## src/hdl/eabb_pkg.sv

```systemverilog
`default_nettype none
package eabb_pkg;

  // Frame geometry
  localparam int MAX_WIDTH = 1024;
  localparam int ADDR_W    = $clog2(MAX_WIDTH);
  localparam int EFFW_W    = ADDR_W + 1;
  localparam int WIDTH_W   = 11;
  localparam int HEIGHT_W  = 16;

  // Pixel and arithmetic widths
  localparam int CH_W      = 8;
  localparam int PIX_W     = 3 * CH_W;
  localparam int SUM_W     = 12;          // 9 * 255 fits
  localparam int CNT_W     = 4;           // neighbor count up to 9
  localparam int NUM_W     = SUM_W + 1;   // 2*sum + count
  localparam int DV_W      = CNT_W + 1;   // 2*count
  localparam int DIV_STEPS = NUM_W;
  localparam int DCNT_W    = $clog2(DIV_STEPS);

  // Input commands
  localparam logic CMD_PIXEL = 1'b0;
  localparam logic CMD_DRAIN = 1'b1;

  // Register indexes
  localparam logic REG_WIDTH  = 1'b0;
  localparam logic REG_HEIGHT = 1'b1;

  // One result to compute: which window columns and rows take part
  typedef struct packed {
    logic [2:0] col_en;
    logic [2:0] row_en;
    logic       last;
    logic       fend;
  } emit_t;

  // Controller to datapath
  typedef struct packed {
    logic              cap_pix;
    logic              rd_en;
    logic [ADDR_W-1:0] rd_addr;
    logic              shift;
    logic              bot_pix;
    logic              wr_en;
    logic [ADDR_W-1:0] wr_addr;
    logic              sum_go;
    logic [2:0]        col_en;
    logic [2:0]        row_en;
    logic              div_step;
    logic              load_out;
    logic              last;
    logic              fend;
  } cmd_t;

  // Datapath to controller
  typedef struct packed {
    logic out_free;
  } sts_t;

endpackage
`default_nettype wire

```

## src/hdl/eabb_ctrl.sv

```systemverilog
`default_nettype none
module eabb_ctrl (
  input  logic                          clk,
  input  logic                          rst,
  input  logic                          in_valid,
  output logic                          in_stall,
  input  logic                          command,
  input  logic [eabb_pkg::EFFW_W-1:0]   eff_w,
  input  logic [eabb_pkg::HEIGHT_W-1:0] eff_h,
  input  logic                          cfg_wr,
  input  eabb_pkg::sts_t                sts,
  output eabb_pkg::cmd_t                cmd
);
  import eabb_pkg::*;

  typedef enum logic [2:0] {
    S_IDLE,
    S_PSHIFT,
    S_DRD,
    S_SUM,
    S_DIV,
    S_OUT
  } state_t;

  state_t              state;
  logic [ADDR_W-1:0]   col_cnt;
  logic [HEIGHT_W-1:0] row_cnt;
  logic [ADDR_W-1:0]   drn_cnt;
  logic [ADDR_W-1:0]   pos;
  logic [1:0]          k;
  logic [DCNT_W-1:0]   div_cnt;
  emit_t               em;
  emit_t               em2;
  logic                pend2;
  logic                has_emit;

  logic        pix_ok;
  logic        drn_ok;
  logic        last_col;
  logic        gen1;
  logic        gen2;
  logic        drn_last;
  emit_t       e1;
  emit_t       e2;
  emit_t       ed;

  // Item decode against the frame position
  always_comb begin
    pix_ok   = (command == CMD_PIXEL) && (row_cnt < eff_h);
    drn_ok   = (command == CMD_DRAIN) && (row_cnt >= eff_h)
               && (EFFW_W'(drn_cnt) < eff_w);
    last_col = (EFFW_W'(col_cnt) + EFFW_W'(1)) == eff_w;
    gen1     = (row_cnt != '0) && (col_cnt != '0);
    gen2     = (row_cnt != '0) && last_col;
    drn_last = (EFFW_W'(drn_cnt) + EFFW_W'(1)) == eff_w;

    // Result for the column left of the new pixel
    e1.col_en = {1'b1, 1'b1, (col_cnt >= ADDR_W'(2))};
    e1.row_en = {1'b1, 1'b1, (row_cnt >= HEIGHT_W'(2))};
    e1.last   = !last_col;
    e1.fend   = 1'b0;
    // Result for the last column of the row
    e2.col_en = {1'b1, (eff_w >= EFFW_W'(2)), 1'b0};
    e2.row_en = {1'b1, 1'b1, (row_cnt >= HEIGHT_W'(2))};
    e2.last   = 1'b1;
    e2.fend   = 1'b0;
    // Bottom row result
    ed.col_en = {!drn_last, 1'b1, (drn_cnt != '0)};
    ed.row_en = {1'b0, 1'b1, (eff_h >= HEIGHT_W'(2))};
    ed.last   = 1'b1;
    ed.fend   = drn_last;
  end

  // Commands
  always_comb begin
    cmd      = '0;
    in_stall = 1'b1;
    unique case (state)
      S_IDLE: begin
        in_stall    = 1'b0;
        cmd.cap_pix = in_valid && pix_ok;
        cmd.rd_en   = in_valid && (pix_ok || drn_ok);
        cmd.rd_addr = pix_ok ? col_cnt : drn_cnt - ADDR_W'(1);
      end
      S_PSHIFT: begin
        cmd.shift   = 1'b1;
        cmd.bot_pix = 1'b1;
        cmd.wr_en   = 1'b1;
        cmd.wr_addr = pos;
      end
      S_DRD: begin
        cmd.shift   = 1'b1;
        cmd.rd_en   = (k != 2'd2);
        cmd.rd_addr = pos + ADDR_W'(k);
      end
      S_SUM: begin
        cmd.sum_go = 1'b1;
        cmd.col_en = em.col_en;
        cmd.row_en = em.row_en;
      end
      S_DIV: begin
        cmd.div_step = 1'b1;
      end
      S_OUT: begin
        cmd.load_out = sts.out_free;
        cmd.last     = em.last;
        cmd.fend     = em.fend;
      end
      default: begin
        cmd = '0;
      end
    endcase
  end

  // State, frame counters and pending results
  always_ff @(posedge clk) begin
    if (rst) begin
      state    <= S_IDLE;
      col_cnt  <= '0;
      row_cnt  <= '0;
      drn_cnt  <= '0;
      k        <= '0;
      div_cnt  <= '0;
      pend2    <= 1'b0;
      has_emit <= 1'b0;
    end else begin
      unique case (state)
        S_IDLE: begin
          if (in_valid && pix_ok) begin
            pos      <= col_cnt;
            em       <= gen1 ? e1 : e2;
            em2      <= e2;
            pend2    <= gen1 && gen2;
            has_emit <= gen1 || gen2;
            if (last_col) begin
              col_cnt <= '0;
              if (row_cnt != '1) begin
                row_cnt <= row_cnt + HEIGHT_W'(1);
              end
            end else begin
              col_cnt <= col_cnt + ADDR_W'(1);
            end
            state <= S_PSHIFT;
          end else if (in_valid && drn_ok) begin
            pos   <= drn_cnt;
            em    <= ed;
            pend2 <= 1'b0;
            k     <= '0;
            if (drn_last) begin
              drn_cnt <= '0;
              col_cnt <= '0;
              row_cnt <= '0;
            end else begin
              drn_cnt <= drn_cnt + ADDR_W'(1);
            end
            state <= S_DRD;
          end
        end
        S_PSHIFT: begin
          state <= has_emit ? S_SUM : S_IDLE;
        end
        S_DRD: begin
          k <= k + 2'd1;
          if (k == 2'd2) begin
            state <= S_SUM;
          end
        end
        S_SUM: begin
          div_cnt <= '0;
          state   <= S_DIV;
        end
        S_DIV: begin
          div_cnt <= div_cnt + DCNT_W'(1);
          if (div_cnt == DCNT_W'(DIV_STEPS - 1)) begin
            state <= S_OUT;
          end
        end
        S_OUT: begin
          if (sts.out_free) begin
            if (pend2) begin
              em    <= em2;
              pend2 <= 1'b0;
              state <= S_SUM;
            end else begin
              state <= S_IDLE;
            end
          end
        end
        default: begin
          state <= S_IDLE;
        end
      endcase
      // a register write restarts the frame
      if (cfg_wr) begin
        col_cnt <= '0;
        row_cnt <= '0;
        drn_cnt <= '0;
      end
    end
  end

endmodule
`default_nettype wire

```

## config.mk

```make
export PLATFORM = sky130hd
export DESIGN_NAME = eabb_ctrl
export DESIGN_NICKNAME = d
export VERILOG_FILES = /design/src/hdl/eabb_pkg.sv /design/src/hdl/eabb_ctrl.sv
export SDC_FILE = /design/constraint.sdc
export NUM_CORES = 1
export LEC_CHECK = 0
export BUFFER_PORTS_ARGS = -buffer_cell sky130_fd_sc_hd__clkbuf_2
export CAP_MARGIN = 20
export CELL_PAD_IN_SITES_DETAIL_PLACEMENT = 1
export CELL_PAD_IN_SITES_GLOBAL_PLACEMENT = 2
export CORE_MARGIN = 8
export CORE_UTILIZATION = 35
export CTS_CLUSTER_DIAMETER = 200
export DETAILED_ROUTE_END_ITERATION = 6
export GPL_TIMING_DRIVEN = 0
export PLACE_DENSITY = 0.84
export SLEW_MARGIN = 20
export SYNTH_ARGS = -nofsm -noshare
export SYNTH_HDL_FRONTEND = slang
export SYNTH_SLANG_ARGS = --single-unit
```

## constraint.sdc

```tcl
create_clock -name clk -period 3.67 [get_ports clk]
set_input_delay 0.1835 -clock clk [delete_from_list [all_inputs] [get_ports clk]]
set_output_delay 0.1835 -clock clk [all_outputs]
set_load 0.01 [all_outputs]
```

==> flow_summary.yaml <==
route:
  num_vias: 5971
  m1WireLength_um: 8860
  wirelength_um: 20000
  first_pass_iters: 6
  wl_met3_um: 884
  drcViolationCount: 0
  detail-route-antenna-nets: 0
  wl_per_cell_um: 19.1
  drt_iter0_drc: 351
  top_layer_used: "met4"
  post_drt_via_cell_ratio: 5.68
  wl_met2_um: 9660
power:
  seqPwrFrac_pct: 32.9
  peakVddDrop_v: 0.000212
  netSwitchingPower_uw: 815
  p_comb_share_pct: 26.8
  power_density_nw_per_um2: 372
  p_int_mw: 1.70
  p_total_mw: 2.52
  power_leakage_nw: 2.58
  p_clk_share_pct: 40.3
  netSwitchingFraction_pct: 32.4
layout:
  seq_area_um2: 1510
  multiInputGateArea_um2: 3890
  diodes: 0
  fin_nets: 900
  n_fill_cell: 2072
  layout_common_cells: "90 x nand2_1, 67 x clkbuf_2, 50 x inv_1"
  area_growth_pct: 17.2
  final_common_cell: "nand2_1"
  drive_above_1_share_pct: 15.8
synthesis:
  seq_area_frac_synth_pct: 26.2
  synth_seq_cells: 66
  synth_cell_types: 78
  netlist_area_um2: 5780
  yosysTopAreaCellShare_pct: 16.3
  synthFlopType: "dfxtp_1"
  async_reset_ff_share_pct: 0
  synth_top_cell_by_area: "dfxtp_1"
  syn_inst: 747
  synth_edf_count: 19
  syn_area_per_cell_um2: 7.73
  synth_nets: 821
  ys_warn_count: 0
  ys_top_cells_by_area: "dfxtp_1 16%, edfxtp_1 9.9%, ha_1 8.7%"
setup_path:
  rr_startpoint: "drn_cnt[0]$_SDFFE_PP0P_"
  cp-startpoint: "row_cnt[15]$_SDFFE_PP0P_"
  cp_max_fo: 10
  endpoint_kind: "output pin"
  critPathKind: "flop to output pin"
  critPathLaunchType: "flop"
  cp.arrival_ns: 3.24
  required_ns: 3.49
floorplan:
  dieArea_um2: 20900
  die_w_um: 144
  core-area_um2: 16300
  core.rowCount: 47
  initial_core_util_pct: 35.3
  io_pins: 70
  dieHeight_um: 144
placement:
  portBuffers: 66
  hpwl_um: 15900
  pre_cts_slack_ns: -0.140
  gp_congestion: 0.878
global_routing:
  grt_remaining_overflow: 0
  antenna_found_initial: 0
  grt_pass1_vias: 6104
  grt_usage_pct: 19.7
  grt_max_degree: 13
  grt_pass1_wl_um: 32000
timing:
  drv_slew: 0
  rsz0062_at_grt: "no"
  fin_crit_ns: 3.42
  slew_headroom_pct: 51.9
  fmaxAchievable_mhz: 292
  setup_tns_ns: 0
  hold_ws_ns: 0.247
  fin_skew_ns: 0.00683
  fin_crit_sh_pct: 93.2
  hold_violations: 0
  setup_violations: 0
  worst_slack_ns: 0.249
  worst_pin_slew_ns: 0.716
clocking:
  insertion_delay_ns: 0.35
  cts_root_buf: "clkbuf_16"
  cts_buffers: 9
  h-tree-depth: 3
  ctsHoldBuffers: 0
  clock_path_buffers: 2
  tritoncts: "yes"
  clkSinkCount: 66
  path_clk_slew_ns: 0.06
worst_hold_path:
  min-delay-start: "cfg_wr"
  hold_class: "input pin to flop"
outcome:
  status: "complete, no violations"
flow_run:
  cap_violations: 0
==> flip-flops by register name (all words and copies together), names as in the netlist <==
name,cells
row_cnt,16
col_cnt,10
drn_cnt,10
pos,10
em,7
div_cnt,4
state,3
em2,2
k,2
has_emit,1
pend2,1
==> critical path, stage by stage (launching register included) <==
cell      delay [ns]
dfxtp_1         0.37
ha_1            0.34
nand4_1         0.18
or2_1           0.32
or4_1           0.52
buf_2           0.21
a21oi_2         0.37
o21ai_0         0.27
o21ai_0         0.15
clkbuf_2        0.16
==> cells in the mapped netlist, drive strengths merged, types with 15 or more instances <==
cell,instances
inv,51
nand4,20
edfxtp,19
and3,15
a21oi,37
or3,15
xnor2,21
o211ai,21
nor3,20
clkbuf,26
ha,40
and2,20
buf,19
nor4,18
nand2,92
nor2,41
dfxtp,47
nand3,32
o21ai,48
xor2,16
==> metal layers <==
| layer | track usage, % | vias up |
|---|---|---|
| met5 | 0 | - |
| met4 | 9.09 | 0 |
| met3 | 3.04 | 39 |
| met2 | 33.5 | 159 |
| met1 | 23.8 | 2902 |
| li1 | - | 2871 |
==> power by group through the flow <==
stage          Clock [mW]  Combinational, mW  Sequential (mW)
2_1_floorplan           0              0.414            0.832
3_3_place_gp            0              0.639            0.841
3_5_place_dp            0              0.669            0.843
4_1_cts              1.03              0.680            0.827
5_1_grt              1.06              0.745            0.832
6_report             1.01              0.675            0.827
==> area by class of cell <==
| type | instances | area share, % |
|---|---|---|
| clock inverter | 7 | 1.72 |
| timing repair buffer | 68 | 5.10 |
| multi-input combinational | 584 | 57.4 |
| buffer | 45 | 3.12 |
| inverter | 52 | 2.90 |
| clock buffer | 9 | 3.33 |
| tap | 220 | 4.07 |
| sequential | 66 | 22.3 |
==> final timing paths <==
check | to | cells past startpoint | slack [ns]
min reg2reg | k[0]$_SDFFE_PP0P_ | 1 | 0.49
max | cmd[34] | 9 | 0.25
max reg2reg | row_cnt[14]$_SDFFE_PP0P_ | 12 | 0.27
min | row_cnt[3]$_SDFFE_PP0P_ | 4 | 0.25
==> timing repair <==
| action | in CTS | in global routing |
|---|---|---|
| endpoints found under the setup margin | 17 | 40 |
| pin swaps | 0 | 1 |
| setup buffers | 0 | 2 |
| gates resized for setup | 2 | 4 |
==> logic make-up (layout without fill, tap and decap cells) <==
family / after synthesis / after routing / synth area share (%)
simple gates: 324 / 324 / 30.3
buf+inv: 97 / 181 / 7.04
flops: 66 / 66 / 26.2
mux: 8 / 8 / 1.41
xor+xnor: 37 / 37 / 5.74
fa+ha+maj: 41 / 41 / 9.01
compound gates: 174 / 174 / 20.3
==> per-stage QoR <==
stage	instance area [um^2]	utilization, %	instances
global route	6770	41.4	1051
CTS	6740	41.2	1049
finish	6770	41.4	1051
global placement	6380	39.0	1033
detailed placement	6390	39.1	1033
floorplan	5780	-	747
Power figures use the tool's default switching activity.
